`src/design/iwlt_pkg.sv`:
```
`timescale 1ns / 1ps

package iwlt_pkg;

  localparam int CAPACITY   = 256;
  localparam int WORD_BITS  = 32;

  localparam int POS_W      = 10;
  localparam int LEN_W      = 9;
  localparam int OP_W       = 3;
  localparam int IN_DATA_W  = 56;
  localparam int OUT_DATA_W = 56;

  localparam int CNT_W      = $clog2(CAPACITY + 1);
  // wide enough for any entry index, the count and a non-negative position
  localparam int CMP_W      = (CNT_W > POS_W) ? CNT_W : POS_W;

  localparam int GROUP_SIZE = 16;
  localparam int GRP_W      = $clog2(GROUP_SIZE);
  localparam int NUM_GROUPS = (CAPACITY + GROUP_SIZE - 1) / GROUP_SIZE;

  typedef enum logic [2:0] {
    OP_INSERT   = 3'd0,
    OP_DELETE   = 3'd1,
    OP_DELRANGE = 3'd2,
    OP_GET      = 3'd3,
    OP_SET      = 3'd4,
    OP_FIND     = 3'd5,
    OP_CLEAR    = 3'd6
  } op_t;

  typedef enum logic [1:0] {
    ST_OK       = 2'd0,
    ST_RANGE    = 2'd1,
    ST_FULL     = 2'd2,
    ST_NOTFOUND = 2'd3
  } status_t;

  typedef enum logic [1:0] {
    CELL_HOLD,
    CELL_SHIFT_UP,
    CELL_SHIFT_DOWN,
    CELL_SET
  } cell_op_t;

  // broadcast to every cell; word doubles as the search key
  typedef struct packed {
    cell_op_t               kind;
    logic [CMP_W-1:0]       at;
    logic [CMP_W-1:0]       count;
    logic [WORD_BITS-1:0]   word;
  } cell_cmd_t;

  typedef struct packed {
    logic                   any;
    logic [GRP_W-1:0]       first;
    logic [WORD_BITS-1:0]   rd_word;
  } group_res_t;

endpackage

```
`src/design/iwlt_cell.sv`:
```
`timescale 1ns / 1ps

module iwlt_cell (
  input  logic                                clk,
  input  iwlt_pkg::cell_cmd_t                 cmd,
  input  logic [iwlt_pkg::CMP_W-1:0]          idx,
  input  logic [iwlt_pkg::WORD_BITS-1:0]      prev_word,
  input  logic [iwlt_pkg::WORD_BITS-1:0]      next_word,
  output logic [iwlt_pkg::WORD_BITS-1:0]      word,
  output logic                                match,
  output logic                                hit
);

  always_ff @(posedge clk) begin
    unique case (cmd.kind)
      iwlt_pkg::CELL_HOLD: begin
      end
      iwlt_pkg::CELL_SHIFT_UP: begin
        if (idx > cmd.at) begin
          word <= prev_word;
        end else if (idx == cmd.at) begin
          word <= cmd.word;
        end
      end
      iwlt_pkg::CELL_SHIFT_DOWN: begin
        if (idx >= cmd.at) begin
          word <= next_word;
        end
      end
      iwlt_pkg::CELL_SET: begin
        if (idx == cmd.at) begin
          word <= cmd.word;
        end else if (idx >= cmd.count && idx < cmd.at) begin
          word <= '0;
        end
      end
      default: begin
      end
    endcase
  end

  assign match = (word == cmd.word) && (idx < cmd.count);
  assign hit   = (idx == cmd.at);

endmodule

```
`config.mk`:
```
export PLATFORM = sky130hd
export DESIGN_NAME = iwlt_cell
export DESIGN_NICKNAME = d
export VERILOG_FILES = /design/src/design/iwlt_pkg.sv /design/src/design/iwlt_cell.sv
export SDC_FILE = /design/constraint.sdc
export NUM_CORES = 1
export LEC_CHECK = 0
export BUFFER_PORTS_ARGS = -buffer_cell sky130_fd_sc_hd__buf_4
export CAP_MARGIN = 20
export CORE_UTILIZATION = 45
export CTS_BUF_LIST = sky130_fd_sc_hd__clkbuf_8 sky130_fd_sc_hd__clkbuf_16
export CTS_CLUSTER_DIAMETER = 60
export DETAILED_ROUTE_END_ITERATION = 12
export HOLD_SLACK_MARGIN = 0.02
export PLACE_DENSITY = 0.89
export REMOVE_ABC_BUFFERS = 1
export SETUP_SLACK_MARGIN = 0.2
export SYNTH_ARGS = -nofsm -noshare
export SYNTH_HDL_FRONTEND = slang
export SYNTH_SLANG_ARGS = --single-unit
```
`constraint.sdc`:
```
create_clock -name clk -period 4 [get_ports clk]
set_clock_uncertainty 0.2 [all_clocks]
set_input_delay 0 -clock clk [delete_from_list [all_inputs] [get_ports clk]]
set_output_delay 0 -clock clk [all_outputs]
set_load 0.02 [all_outputs]
```
# ---- Yosys cells after proc, flatten, opt, wreduce, memory -nomap -nowiden
# Index checks and enable logic that the tools add are counted.
dict set report totals {
  reg_bits 32
  input_bits 129
}
dict set report classes {
  n_lt_le_gt_ge 5
  eq_ne 8
  mux 6
  reduce_logical 4
}
# cell n
set ops {}
lappend ops {{32-bit two-way mux} 5}
lappend ops {{32-bit case mux with 3 select lines} 1}
lappend ops {{32-bit == test} 1}
lappend ops {{10-bit >= comparator} 2}
lappend ops {{10-bit less-than comparator} 2}
lappend ops {{10-bit == test} 1}
lappend ops {{10-bit > comparator} 1}
lappend ops {{3-bit inequality test, second input constant} 2}
lappend ops {{2-bit == test, second input constant} 2}
lappend ops {{4-bit AND reduction} 1}
lappend ops {{3-bit nonzero test} 1}
lappend ops {{2-bit by 1-bit == test with 1-bit output, second input constant} 1}
lappend ops {{1-bit logical AND} 2}
lappend ops {{2-bit inequality test, second input constant} 1}

# ---- Depth between registers and ports, before layout
dict set report depth {
  word_depth 5
  depth_mapped 10
  depth_no_buf 7
}

# ---- Worst setup path before layout
# Ideal clock, no wire load.
dict set report synth_path {
  kind {input to register}
  startpoint {input cmd[47] (netlist bit)}
  endpoint {register word[0] (netlist bit), enable pin}
  setup_time_ns 0.394
  arrival_ns 2.346
  path_slack_ns 1.060
  stages 9
  path_cell_list {inv_1 > ha_1 > a21oi_1 > o21ai_0 > a2111o_1 > buf_6 > clkbuf_1 > a311o_1 > nand3_1}
}
dict set report synth_via {
  elab_chain_cells 4
}
# element line
set synth_lines {}
lappend synth_lines {{start: declaration} iwlt_cell.sv:5} ;# input iwlt_pkg::cell_cmd_t cmd,
lappend synth_lines {{10-bit less-than comparator} iwlt_cell.sv:33} ;# end else if (idx >= cmd.count && idx < cmd.at) begin
lappend synth_lines {{1-bit logical AND} iwlt_cell.sv:33}
lappend synth_lines {{3-bit inequality test (no line)} --}
lappend synth_lines {{4-bit AND reduction (no line) (*)} --}
lappend synth_lines {{end signal: assignment} iwlt_cell.sv:22} ;# word <= cmd.word;
lappend synth_lines {{end signal: assignment} iwlt_cell.sv:27} ;# word <= next_word;
lappend synth_lines {{end signal: assignment} iwlt_cell.sv:32} ;# word <= cmd.word;
lappend synth_lines {{end: declaration} iwlt_cell.sv:9} ;# output logic [iwlt_pkg::WORD_BITS-1:0] word,
# Every way passes the cells marked *; elsewhere a longest branch is shown, timed or not.
# A chain may end at the register's enable or synchronous reset.

# ---- Final worst setup path
dict set report layout_path {
  startpoint {input cmd[47] (netlist bit)}
  endpoint {register word[22] (netlist bit), data pin}
}
dict set report layout_via {
  elab_chain_cells 3
}
# element line
set layout_lines {}
lappend layout_lines {{10-bit > comparator / 10-bit == test (equally long branches)} {iwlt_cell.sv:19, iwlt_cell.sv:31}}
lappend layout_lines {{32-bit two-way mux, on equally long branches} {iwlt_cell.sv:19, iwlt_cell.sv:31}}
lappend layout_lines {{32-bit case mux with 3 select lines (*)} iwlt_cell.sv:15} ;# unique case (cmd.kind)
lappend layout_lines {{end signal: assignment} iwlt_cell.sv:20} ;# word <= prev_word;
lappend layout_lines {{end signal: assignment} iwlt_cell.sv:22}
lappend layout_lines {{end signal: assignment} iwlt_cell.sv:27}
# Marks and branches as above.

==> qor.txt <==
Placement Setup Slack -> 1030 ps
total buffers and inverters traversed by the critical path -> 4
Clock Sinks -> 32
Tightest Hold Check Type -> input port to primary output
Top reg by flops -> word
setup violators final -> 0
endpoint class of the critical path -> flip-flop
Initial Util -> 47.0%
worst vdd ir -> 0.000198 V
Net Switching -> 0.421 mW
Largest regs -> word x32
core footprint -> 5990 sq um
max reg flops -> 32
sequential fraction of the synthesis area -> 34.1%
placed inst area -> 4050 sq um
Yosys warning count -> 0
Die ar. -> 6570 sq um
CTS buffer count -> 5
final net count -> 671
syn_area_per_cell -> 9.14 sq um
Primary FF master, synth -> edfxtp_1
Crit path arrival time -> 2930 ps
Design Power -> 1.28 mW
routed vias -> 3303
final weighted congestion in routability-driven placement -> 0.860
WS Path Type -> input port to flip-flop
Post-Synth Simple-Gate Area -> 17.8%
initial DRC count -> 140
initial antenna violation count -> 0
setup bufs post-CTS -> 0
Worst Slack Setup Final -> 893 ps
max cap viols -> 0
grt ovf -> 0
synth unique cells -> 30
Routed WL -> 10000 um
finished layout cell area -> 4770 sq um
post-synth top area share -> 34.1%
crit-path cells -> buf_4, inv_1, ha_1, a21oi_1, o21ai_0, a2111o_1, buf_4, and2_4, a221o_1, dlygate4sd3_1
Post-DRT Antenna Nets -> 0
Seq pwr share -> 37.1%
Via density -> 5.52
hold_ws -> 355 ps
Worst Path Required -> 3820 ps
Max clock buf depth -> 2
post-synthesis mux area share -> 0%
Critical Path Fanout Max -> 32
largest family of logic cells by synthesized area -> compound AO/OA/AOI/OAI gates
Pre-antenna DRT Iters -> 4
Slowest cell on crit path -> a2111o_1
Max Slew Vio Count -> 0
CP delay by family, top -> compound AO/OA/AOI/OAI gates
Achievable Freq -> 0.322 GHz
root buffer cell -> clkbuf_8
Logic pwr share -> 44.2%
vias in the first global route -> 3404
Synth Area in Compound Gates -> 21.6%
Synth area leader -> edfxtp_1
max_slew headroom -> 44.8%
Ant. Diodes -> 0
RSZ-0062 raised after global routing -> false
post-synthesis xor/xnor area fraction -> 9.96%
Chip Width -> 81.1 um
FFs w/ async S/R, synth -> 0%
Pleak -> 2.24 nW
dpl hpwl -> 6590 um
Pwr Density -> 268 nW/um^2
H-tree Lvls -> 2
CP startpoint kind -> input port
#FFs+latches synth -> 32
Sw Ratio -> 32.9%
DR WL/cell -> 16.7 um
Post-Syn Area -> 2810 sq um
Syn Inst Count -> 308
DRC -> 0
first-pass GRT wire length -> 15100 um
area share of fa/ha/maj cells after synthesis -> 8.89%
EDFF count, synth -> 32
Reg clk slew, reported paths -> 70 ps
crit-path most repeated cell -> buf_4
num rows -> 28
setup_tns -> 0 ps
global-route usage over all layers -> 30.4%
crit share post-route -> 77.7%
layout cell share with drive strength beyond 1 -> 34.2%
Area Overhead vs Synth -> 69.6%
fin crit period -> 3110 ps
Die H -> 81.1 um
worst slew pin tran -> 827 ps
top cells by area, synth -> edfxtp_1, a221o_1, xor2_1
I/O pin count -> 163
I/O Buffers -> 162
CTS tree -> built
slowest stage delay, CP -> 660 ps
clock share of power -> 18.8%
final hold vios -> 0
cell internal pwr -> 0.859 mW
largest net degree at the start of global routing -> 38
run status -> complete, no violations
==> power groups by stage <==
stage	Sequential (mW)	Combinational [mW]	Clock [mW]
after detailed placement	0.479	0.476	0
after CTS	0.473	0.555	0.243
after global routing	0.481	0.608	0.257
after global placement	0.479	0.462	0
after floorplan	0.538	0.176	0
final	0.474	0.565	0.240
==> cell usage after synthesis, types with 2 or more instances <==
cell      number
ha_1          20
a21oi_1       35
o21ai_0        6
nand4_1        5
inv_1         24
nor2b_1       34
a221o_1       32
nor2_1         3
edfxtp_1      32
buf_6          5
nand2_1       37
xor2_1        32
nand3_1        2
nor4_1         8
a211oi_1       2
clkbuf_1      17
==> placed cells by master (no fill, tap or decap), types with 2 or more instances in the layout <==
cell	instances
a221o_1	32
clkbuf_8	5
xor2_1	32
inv_1	25
nand4_1	5
a21oi_1	35
edfxtp_1	32
a211oi_1	2
dlygate4sd3_1	64
nor2b_1	33
o21ai_0	6
ha_1	20
buf_4	166
nor4_1	8
nor2_1	3
nand2_1	37
==> cells by family after synthesis <==
group / count (synthesis)
flops: 32
xor+xnor: 32
buf+inv: 47
simple gates: 96
compound gates: 81
fa+ha+maj: 20
==> path summary, 6_finish.rpt <==
path | slack [ps] | cells after the start | to | startpoint
max | 890 | 10 | word[22] | cmd[47]
min | 360 | 6 | match | cmd[6]
==> final cells by class <==
cell class,instances,area [sq um]
Clock buffer,5,68.8
Timing Repair Buffer,230,1890
Sequential cell,32,961
Fill cell,400,1220
Inverter,24,90.1
Tap cell,75,93.8
Multi-Input combinational cell,229,1660
Clock inverter,3,15.0
==> per-stage QoR <==
| stage | instances | util [%] |
|---|---|---|
| final | 598 | 79.7 |
| after global routing | 598 | 79.7 |
| after CTS | 598 | 79.7 |
| after detailed placement | 526 | 67.6 |
| after global placement | 526 | 67.6 |
| after floorplan | 285 | - |
==> metal layers <==
metal	part of all wire, %	vias to the layer above	GRT usage [%]
met5	0	-	0
met4	4.0	0	14.6
met3	7.4	36	7.42
met2	52	175	54.7
met1	37	1543	33.1
li1	-	1549	-
==> repair_timing <==
action / 4_1_cts / 5_1_grt
resized for setup: 0 / 0
hold endpoints to repair: 32 / 0
hold buffers: 64 / 0
(Power assumes the default switching activity.)
