<file path="src/design/iwlt_pkg.sv">
`timescale 1ns / 1ps

package iwlt_pkg;

  localparam int CAPACITY   = 256;
  localparam int WORD_BITS  = 32;

  localparam int POS_W      = 10;
  localparam int LEN_W      = 9;
  localparam int OP_W       = 3;
  localparam int IN_DATA_W  = 56;
  localparam int OUT_DATA_W = 56;

  localparam int CNT_W      = $clog2(CAPACITY + 1);
  // wide enough for any entry index, the count and a non-negative position
  localparam int CMP_W      = (CNT_W > POS_W) ? CNT_W : POS_W;

  localparam int GROUP_SIZE = 16;
  localparam int GRP_W      = $clog2(GROUP_SIZE);
  localparam int NUM_GROUPS = (CAPACITY + GROUP_SIZE - 1) / GROUP_SIZE;

  typedef enum logic [2:0] {
    OP_INSERT   = 3'd0,
    OP_DELETE   = 3'd1,
    OP_DELRANGE = 3'd2,
    OP_GET      = 3'd3,
    OP_SET      = 3'd4,
    OP_FIND     = 3'd5,
    OP_CLEAR    = 3'd6
  } op_t;

  typedef enum logic [1:0] {
    ST_OK       = 2'd0,
    ST_RANGE    = 2'd1,
    ST_FULL     = 2'd2,
    ST_NOTFOUND = 2'd3
  } status_t;

  typedef enum logic [1:0] {
    CELL_HOLD,
    CELL_SHIFT_UP,
    CELL_SHIFT_DOWN,
    CELL_SET
  } cell_op_t;

  // broadcast to every cell; word doubles as the search key
  typedef struct packed {
    cell_op_t               kind;
    logic [CMP_W-1:0]       at;
    logic [CMP_W-1:0]       count;
    logic [WORD_BITS-1:0]   word;
  } cell_cmd_t;

  typedef struct packed {
    logic                   any;
    logic [GRP_W-1:0]       first;
    logic [WORD_BITS-1:0]   rd_word;
  } group_res_t;

endpackage

</file>
<file path="src/design/iwlt_group.sv">
`timescale 1ns / 1ps

// first match and selected word over one group of cells, registered
module iwlt_group (
  input  logic                                                  clk,
  input  logic [iwlt_pkg::GROUP_SIZE-1:0]                       match,
  input  logic [iwlt_pkg::GROUP_SIZE-1:0]                       hit,
  input  logic [iwlt_pkg::GROUP_SIZE-1:0][iwlt_pkg::WORD_BITS-1:0] words,
  output iwlt_pkg::group_res_t                                  res
);

  iwlt_pkg::group_res_t res_next;

  always_comb begin
    res_next = '0;
    for (int k = iwlt_pkg::GROUP_SIZE - 1; k >= 0; k--) begin
      if (match[k]) begin
        res_next.any   = 1'b1;
        res_next.first = iwlt_pkg::GRP_W'(k);
      end
      if (hit[k]) begin
        res_next.rd_word = res_next.rd_word | words[k];
      end
    end
  end

  always_ff @(posedge clk) begin
    res <= res_next;
  end

endmodule

</file>
<file path="config.mk">
export PLATFORM = sky130hd
export DESIGN_NAME = iwlt_group
export DESIGN_NICKNAME = d
export VERILOG_FILES = /design/src/design/iwlt_pkg.sv /design/src/design/iwlt_group.sv
export SDC_FILE = /design/constraint.sdc
export NUM_CORES = 1
export LEC_CHECK = 0
export BUFFER_PORTS_ARGS = -buffer_cell sky130_fd_sc_hd__buf_2
export CAP_MARGIN = 25
export CELL_PAD_IN_SITES_DETAIL_PLACEMENT = 0
export CELL_PAD_IN_SITES_GLOBAL_PLACEMENT = 1
export CORE_AREA = 2 2 229 231
export DETAILED_ROUTE_END_ITERATION = 8
export DIE_AREA = 0 0 231 233
export PLACE_DENSITY_LB_ADDON = 0.12
export SLEW_MARGIN = 20
export SYNTH_ARGS = -nofsm -noshare
export SYNTH_HDL_FRONTEND = slang
export SYNTH_SLANG_ARGS = --single-unit
</file>
<file path="constraint.sdc">
create_clock -name clk -period 1.2 [get_ports clk]
set_input_delay 0.18 -clock clk [delete_from_list [all_inputs] [get_ports clk]]
set_output_delay 0.18 -clock clk [all_outputs]
set_load 0.01 [all_outputs]
</file>
After elaboration in Yosys (flattened, before gate mapping) --
Cells that the tools add are included.
Storage, ports and cells: register bits after elaboration 37, input port bits 545, output and inout bits 37, word-level logic and storage cells 56
Cells by class: multiplexer cells 31, bitwise logic cells 15, reduce and logical (&&, ||, !) cells 4
Operators with widths (count):
- 32-bit two-way mux | 16
- 32-bit bitwise OR | 15
- 4-bit two-way mux | 7
- 15-bit OR reduction | 1
- 3-bit two-way mux | 4
- 8-bit OR reduction | 1
- 5-bit two-way mux | 1
- 2-bit two-way mux | 2
- 4-bit OR reduction | 1
- 2-bit OR reduction | 1
- 1-bit two-way mux | 1

Depth between registers and ports, before layout --
Gate-level depths: netlist of the first run.
depth in word-level cells 31, mapped depth 4, gate-level depth less buffers 4

Worst setup path before layout of the first run --
No wires, ideal clock.
kind input to register, start in match[4] (netlist bit), end reg res[36] (netlist bit), setup time 127 ps, arrival 846 ps, data required time 1073 ps, setup slack 227 ps, stages on the path 3, buffers on the path 0, path through nor4_2 -> nand3_1 -> or3_1
Between the ends: word-level cells in the longest chain between the ends 1
RTL lines:
- start, declared | line iwlt_group.sv:6 | input logic [iwlt_pkg::GROUP_SIZE-1:0] match,
- 15-bit OR reduction (no source line)
- end signal, assigned | line iwlt_group.sv:28 | res <= res_next;
- end, declared | line iwlt_group.sv:9 | output iwlt_pkg::group_res_t res
No other way between the ends. A chain may end at the register's enable or synchronous reset.

==> results of run 1 <==
[critical path: cells and delay by family]
kind	cells	cell delay (ns)
AOI/OAI and AO/OA	2	0.58
buffers and inverters	3	0.47
and+or+nand+nor	1	0.06
[final cells by class]
class	instances	area, um2	area share (%)
multi-input cells	318	2700	32.3
well taps	680	851	10.2
clock buffers	5	125	1.50
flip-flops and latches	37	741	8.87
repair buffers	662	3860	46.2
inverters	4	15.0	0.180
diodes	1	2.50	0.0300
clock inverters	3	65.1	0.779
[power breakdown]
| part | switching, uW | internal, uW |
|---|---|---|
| clock network | 799 | 1200 |
| registers | 5.01 | 1240 |
| logic | 1210 | 1410 |
[cells in the final DEF, fill, tap and decap left out]
master	count
diode_2	1
o22a_1	1
nor4_1	1
inv_1	4
a31oi_1	2
a21oi_1	3
nor4_2	1
a221oi_1	114
bufinv_16	2
or3_1	1
o31ai_1	2
nand3_1	1
o21ai_1	1
o21ai_0	2
nor3_1	1
clkinv_2	1
nand4_1	32
a221oi_2	14
a22o_2	4
buf_2	580
buf_12	27
a22o_1	124
nand2_1	4
and3_1	1
nor2_1	8
dfxtp_1	37
clkbuf_16	5
buf_4	55
o31a_1	1
[per-layer routing]
| metal | global-route usage [%] | vias up | share of wire (%) |
|---|---|---|---|
| met2 | 28.1 | 368 | 52 |
| li1 | - | 3150 | - |
| met4 | 4.05 | 4 | 1.9 |
| met1 | 17.3 | 3292 | 39 |
| met5 | 0 | - | 0.063 |
| met3 | 3.79 | 36 | 6.9 |
[path summary, 6_finish.rpt]
kind / from / endpoint / slack, ns / depth (start not counted)
max: hit[11] / res[15]$_DFF_P_ / 0.07 / 6
min: words[55] / res[23]$_DFF_P_ / 0.07 / 3
[logic make-up after synthesis]
| family | Yosys count |
|---|---|
| flops | 37 |
| buf+inv | 52 |
| simple gates | 50 |
| compound gates | 268 |
[stage by stage]
| stage | TNS [ns] | area, um2 |
|---|---|---|
| finish | 0 | 8350 |
| floorplan | 0 | 3770 |
| CTS | 0 | 8350 |
| global route | 0 | 8350 |
| global placement | -6.37 | 8160 |
| detailed placement | -6.61 | 8160 |
==> results.yml, run 1 <==
synth:
  yosysTopAreaCellShare_pct: 28.8
  yosysWarningCount: 0
  yosysSeqAreaShare_pct: 19.6
  synth_cell_types: 27
  synthAdderAreaFrac_pct: 0
  synth_area_leader_cell: "a22o_1"
  synth_area_per_cell_um2: 9.27
  synth.area.mux_share_pct: 0
  synth_seq_cells: 37
  synth_nets: 952
  async_flop_share_pct: 0
  ys.flop_type: "dfxtp_1"
  synth_area_leaders: "a22o_1, a221oi_1, dfxtp_1, a221oi_2, nand4_1"
  syn_area_um2: 3770
  syn_inst: 407
  synthTopCellsByCount: "a22o_1, a221oi_1, dfxtp_1"
  synth-xor-area-share_pct: 0
  synth-edff-count: 0
  synth-simple-area-share_pct: 7.60
  synth_compound_area_share_pct: 63.9
  synthMostInstantiatedCell: "a22o_1"
  synth_top_family_by_area: "compound AO/OA/AOI/OAI gates"
cts:
  ctsHoldBuffers: 0
  cts_max_level: 2
  clk_path_buf_depth: 2
  clock_sinks: 37
  cts_made_buffers: 5
  path_clk_slew_ns: 0.08
  post_cts_buffers: 0
  cts_resized: 1
  cts_tree: "done"
  clockRootBuffer: "clkbuf_16"
sta:
  fin_crit_ns: 1.13
  hold_viol_final: 0
  hold_slack_ns: 0.0705
  setup_slack_ns: 0.0734
  finalMaxSlewViolations: 0
  setup_viol: 0
  maxSlewHeadroom_pct: 68.8
  rsz0062_at_grt: "false"
  fmax_mhz: 888
  period_share_pct: 93.9
  worst_pin_slew_ns: 0.468
floorplanning:
  core_area_um2: 51100
  die_w_um: 231
  die-area_um2: 53800
  io_pins: 582
  die_h_um: 233
  std_cell_rows: 83
  floorplan.initialDensity_pct: 7.38
worst_setup_path:
  worst_setup_path_start_kind: "input pin"
  required_ns: 1.39
  path_max_fanout: 13
  cp_slowest_cell: "a221oi_1"
  crit_path_end_kind: "flip-flop"
  path_cells: "buf_2 -> buf_12 -> a22o_1 -> a221oi_1 -> buf_4 -> nand4_1"
  crit_arrival_ns: 1.32
  cpPeakStageDelay_ns: 0.37
  crit_type: "in -> reg"
place:
  hpwl_mm: 36.2
  preCtsSetupSlack_ns: -0.366
  gp_congestion: 0.814
  port_buffers: 581
  dp.cells: 1701
route:
  dr.pass1.iters: 5
  routedWlPerCell_um: 24.9
  wirelength_mm: 42.6
  dr_total_vias: 6850
  drtIter0Drc: 344
  ant_nets: 0
  via_per_inst: 4.01
  drc_errors: 0
power:
  powerDensity_nw_per_um2: 702
  vdd_ir_drop_max_mv: 0.484
  p_leak_uw: 0.00399
  p_total_uw: 5870
layout:
  layout-drive-gt1-share_pct: 67.0
  top_register: "res"
  reg_top3: "res x37"
  fin_util_pct: 16.3
  n_fill_cell: 5988
  num-nets-final: 1573
  syn_to_final_growth_pct: 121
  fin_cells: 1710
  largest_register_ffs: 37
worst_hold_path:
  hp-class: "in -> reg"
global_route:
  grt_antenna_before_repair: 3
  grt_usage_pct: 15.2
  overflow: 0
  grt_pass1_wl_mm: 57.0
  grt_max_degree: 21
  grt_pass1_vias: 7589
run:
  drv_cap: 0
run_status:
  status: "finished, final reports clean"
Note: power is estimated with default switching activity, not from simulation.
==> inputs of run 2 (changes only) <==
==> constraint.sdc (replaced) <==
create_clock -name clk -period 1.05 [get_ports clk]
set_input_delay 0.1575 -clock clk [delete_from_list [all_inputs] [get_ports clk]]
set_output_delay 0.1575 -clock clk [all_outputs]
set_load 0.01 [all_outputs]
==> run 2 against run 1 <==
Effect of this change: sequential power is 14% higher; worst setup slack lost 0.054 ns; critical path depth fell by 1; die area stayed put; via count rose by 1.4%; flip-flop and latch count unchanged; hold slack got worse by 0.019 ns; highest routed layer is now met4.
==> results.yml, run 2 (synthesis gave the netlist of run 1 again) <==
global_route:
  grt_pass1_vias: 7622
  grt_usage_pct: 14.9
  grt_pass1_wl_mm: 56.1
  overflow: 0
  grt_antenna_before_repair: 0
  grt_max_degree: 20
route:
  dr_wl_met3_mm: 3.04
  highest_layer: "met4"
  via_per_inst: 4.05
  wl_met2_mm: 21.9
  ant_nets: 0
  drtIter0Drc: 281
  wl_met1_mm: 16.6
  wirelength_mm: 42.3
  routedWlPerCell_um: 24.7
  dr_total_vias: 6943
  dr.pass1.iters: 4
  drc_errors: 0
worst_setup_path:
  required_ns: 1.23
  cp_slowest_cell: "a221oi_1"
  crit_path_end_kind: "flip-flop"
  crit_type: "in -> reg"
  path_cells: "buf_2 -> buf_12 -> buf_4 -> a221oi_1 -> nand4_1"
  cpPeakStageDelay_ns: 0.38
  crit_arrival_ns: 1.22
  worst_setup_path_start_kind: "input pin"
  path_max_fanout: 11
sta:
  period_share_pct: 98.2
  fin_crit_ns: 1.03
  worst_pin_slew_ns: 0.435
  hold_slack_ns: 0.0512
  finalMaxSlewViolations: 0
  rsz0062_at_grt: "false"
  fmax_mhz: 970
  maxSlewHeadroom_pct: 71.0
  finalSetupTns_ns: 0
  hold_viol_final: 0
  setup_viol: 0
floorplanning:
  std_cell_rows: 83
  floorplan.initialDensity_pct: 7.38
  die-area_um2: 53800
  die_h_um: 233
  die_w_um: 231
  core_area_um2: 51100
  io_pins: 582
layout:
  final_common_cell: "buf_2"
  syn_to_final_growth_pct: 126
  reg_top3: "res x37"
  fin_util_pct: 16.7
  top_register: "res"
  num-nets-final: 1578
  mostFrequentLayoutCells: "buf_2, a22o_1, a221oi_1"
  layout-drive-gt1-share_pct: 68.8
  largest_register_ffs: 37
  diodes: 0
power:
  power_frac_clock_pct: 29.6
  p_sw_share_pct: 35.9
  seqPwrFrac_pct: 22.3
  p_int_uw: 4100
  comb_power_share_pct: 48.1
  p_leak_uw: 0.00405
  powerDensity_nw_per_um2: 752
  vdd_ir_drop_max_mv: 0.542
  power.switching_uw: 2300
cts:
  cts_tree: "done"
  ctsHoldBuffers: 0
  cts_max_level: 2
  cts_made_buffers: 5
  clock_sinks: 37
  path_clk_slew_ns: 0.08
  clk_path_buf_depth: 2
  post_cts_buffers: 0
  clockRootBuffer: "clkbuf_16"
place:
  port_buffers: 581
  hpwl_mm: 35.6
  gp_congestion: 0.838
run:
  drv_cap: 0
run_status:
  status: "finished, final reports clean"
worst_hold_path:
  hp-class: "in -> reg"
[run 2: changes by cell type in the layout (fill, tap and decap cells not counted)]
cell and delta:
buf_2 -2, dfxtp_2 +1, dfxtp_1 -1, a221oi_1 -16, diode_2 -1, a221oi_2 +16
buf_6 +1, buf_12 +3, buf_4 +2, clkbuf_16 +1, bufinv_16 -2, clkbuf_8 +2
[run 2: area by class of cell]
class | count | area, um2
Clock inverter | 1 | 5.00
Inverter | 4 | 15.0
Timing Repair Buffer | 667 | 3960
Multi-Input combinational cell | 318 | 2800
Sequential cell | 37 | 742
Clock buffer | 7 | 153
Fill cell | 5945 | 42600
Tap cell | 680 | 851
[run 2: through the flow]
stage	total power (uW)	setup WS (ns)	area, um2	instances
3_5_place_dp	4520	-0.531	8220	1705
6_report	6400	0.0191	8520	1714
4_1_cts	6590	0.000119	8430	1713
5_1_grt	6840	0.000772	8520	1714
3_3_place_gp	4560	-0.495	8220	1705
2_1_floorplan	2490	0.0999	3770	407
[run 2: repair_timing]
action                     CTS  global route
setup endpoints to repair    9             8
resized for setup            9            13
cloned                       0             1
pin swaps                    0             0
[run 2: power by group through the flow]
stage                     Clock [uW]  Sequential, uW  Combinational [uW]
after floorplan                    0            1470                1010
after global placement             0            1460                3100
after detailed placement           0            1460                3060
after CTS                       2070            1430                3090
after global routing            2080            1430                3330
final                           1890            1430                3080
[run 2: metal layers]
layer | vias to the layer above | GRT usage (%)
met5 | - | 0
met4 | 0 | 3.73
met3 | 36 | 3.79
met2 | 362 | 27.9
met1 | 3384 | 16.7
li1 | 3161 | -
[run 2: worst max-delay path: cells and delay by family]
| family | cells | cell delay [ns] |
|---|---|---|
| compound gates | 1 | 0.38 |
| simple gates | 1 | 0.13 |
| buf+inv | 3 | 0.52 |
[run 2: final timing paths]
check | start | endpoint | cells past startpoint
min | words[80] | res[16]$_DFF_P_ | 3
max | hit[12] | res[29]$_DFF_P_ | 5
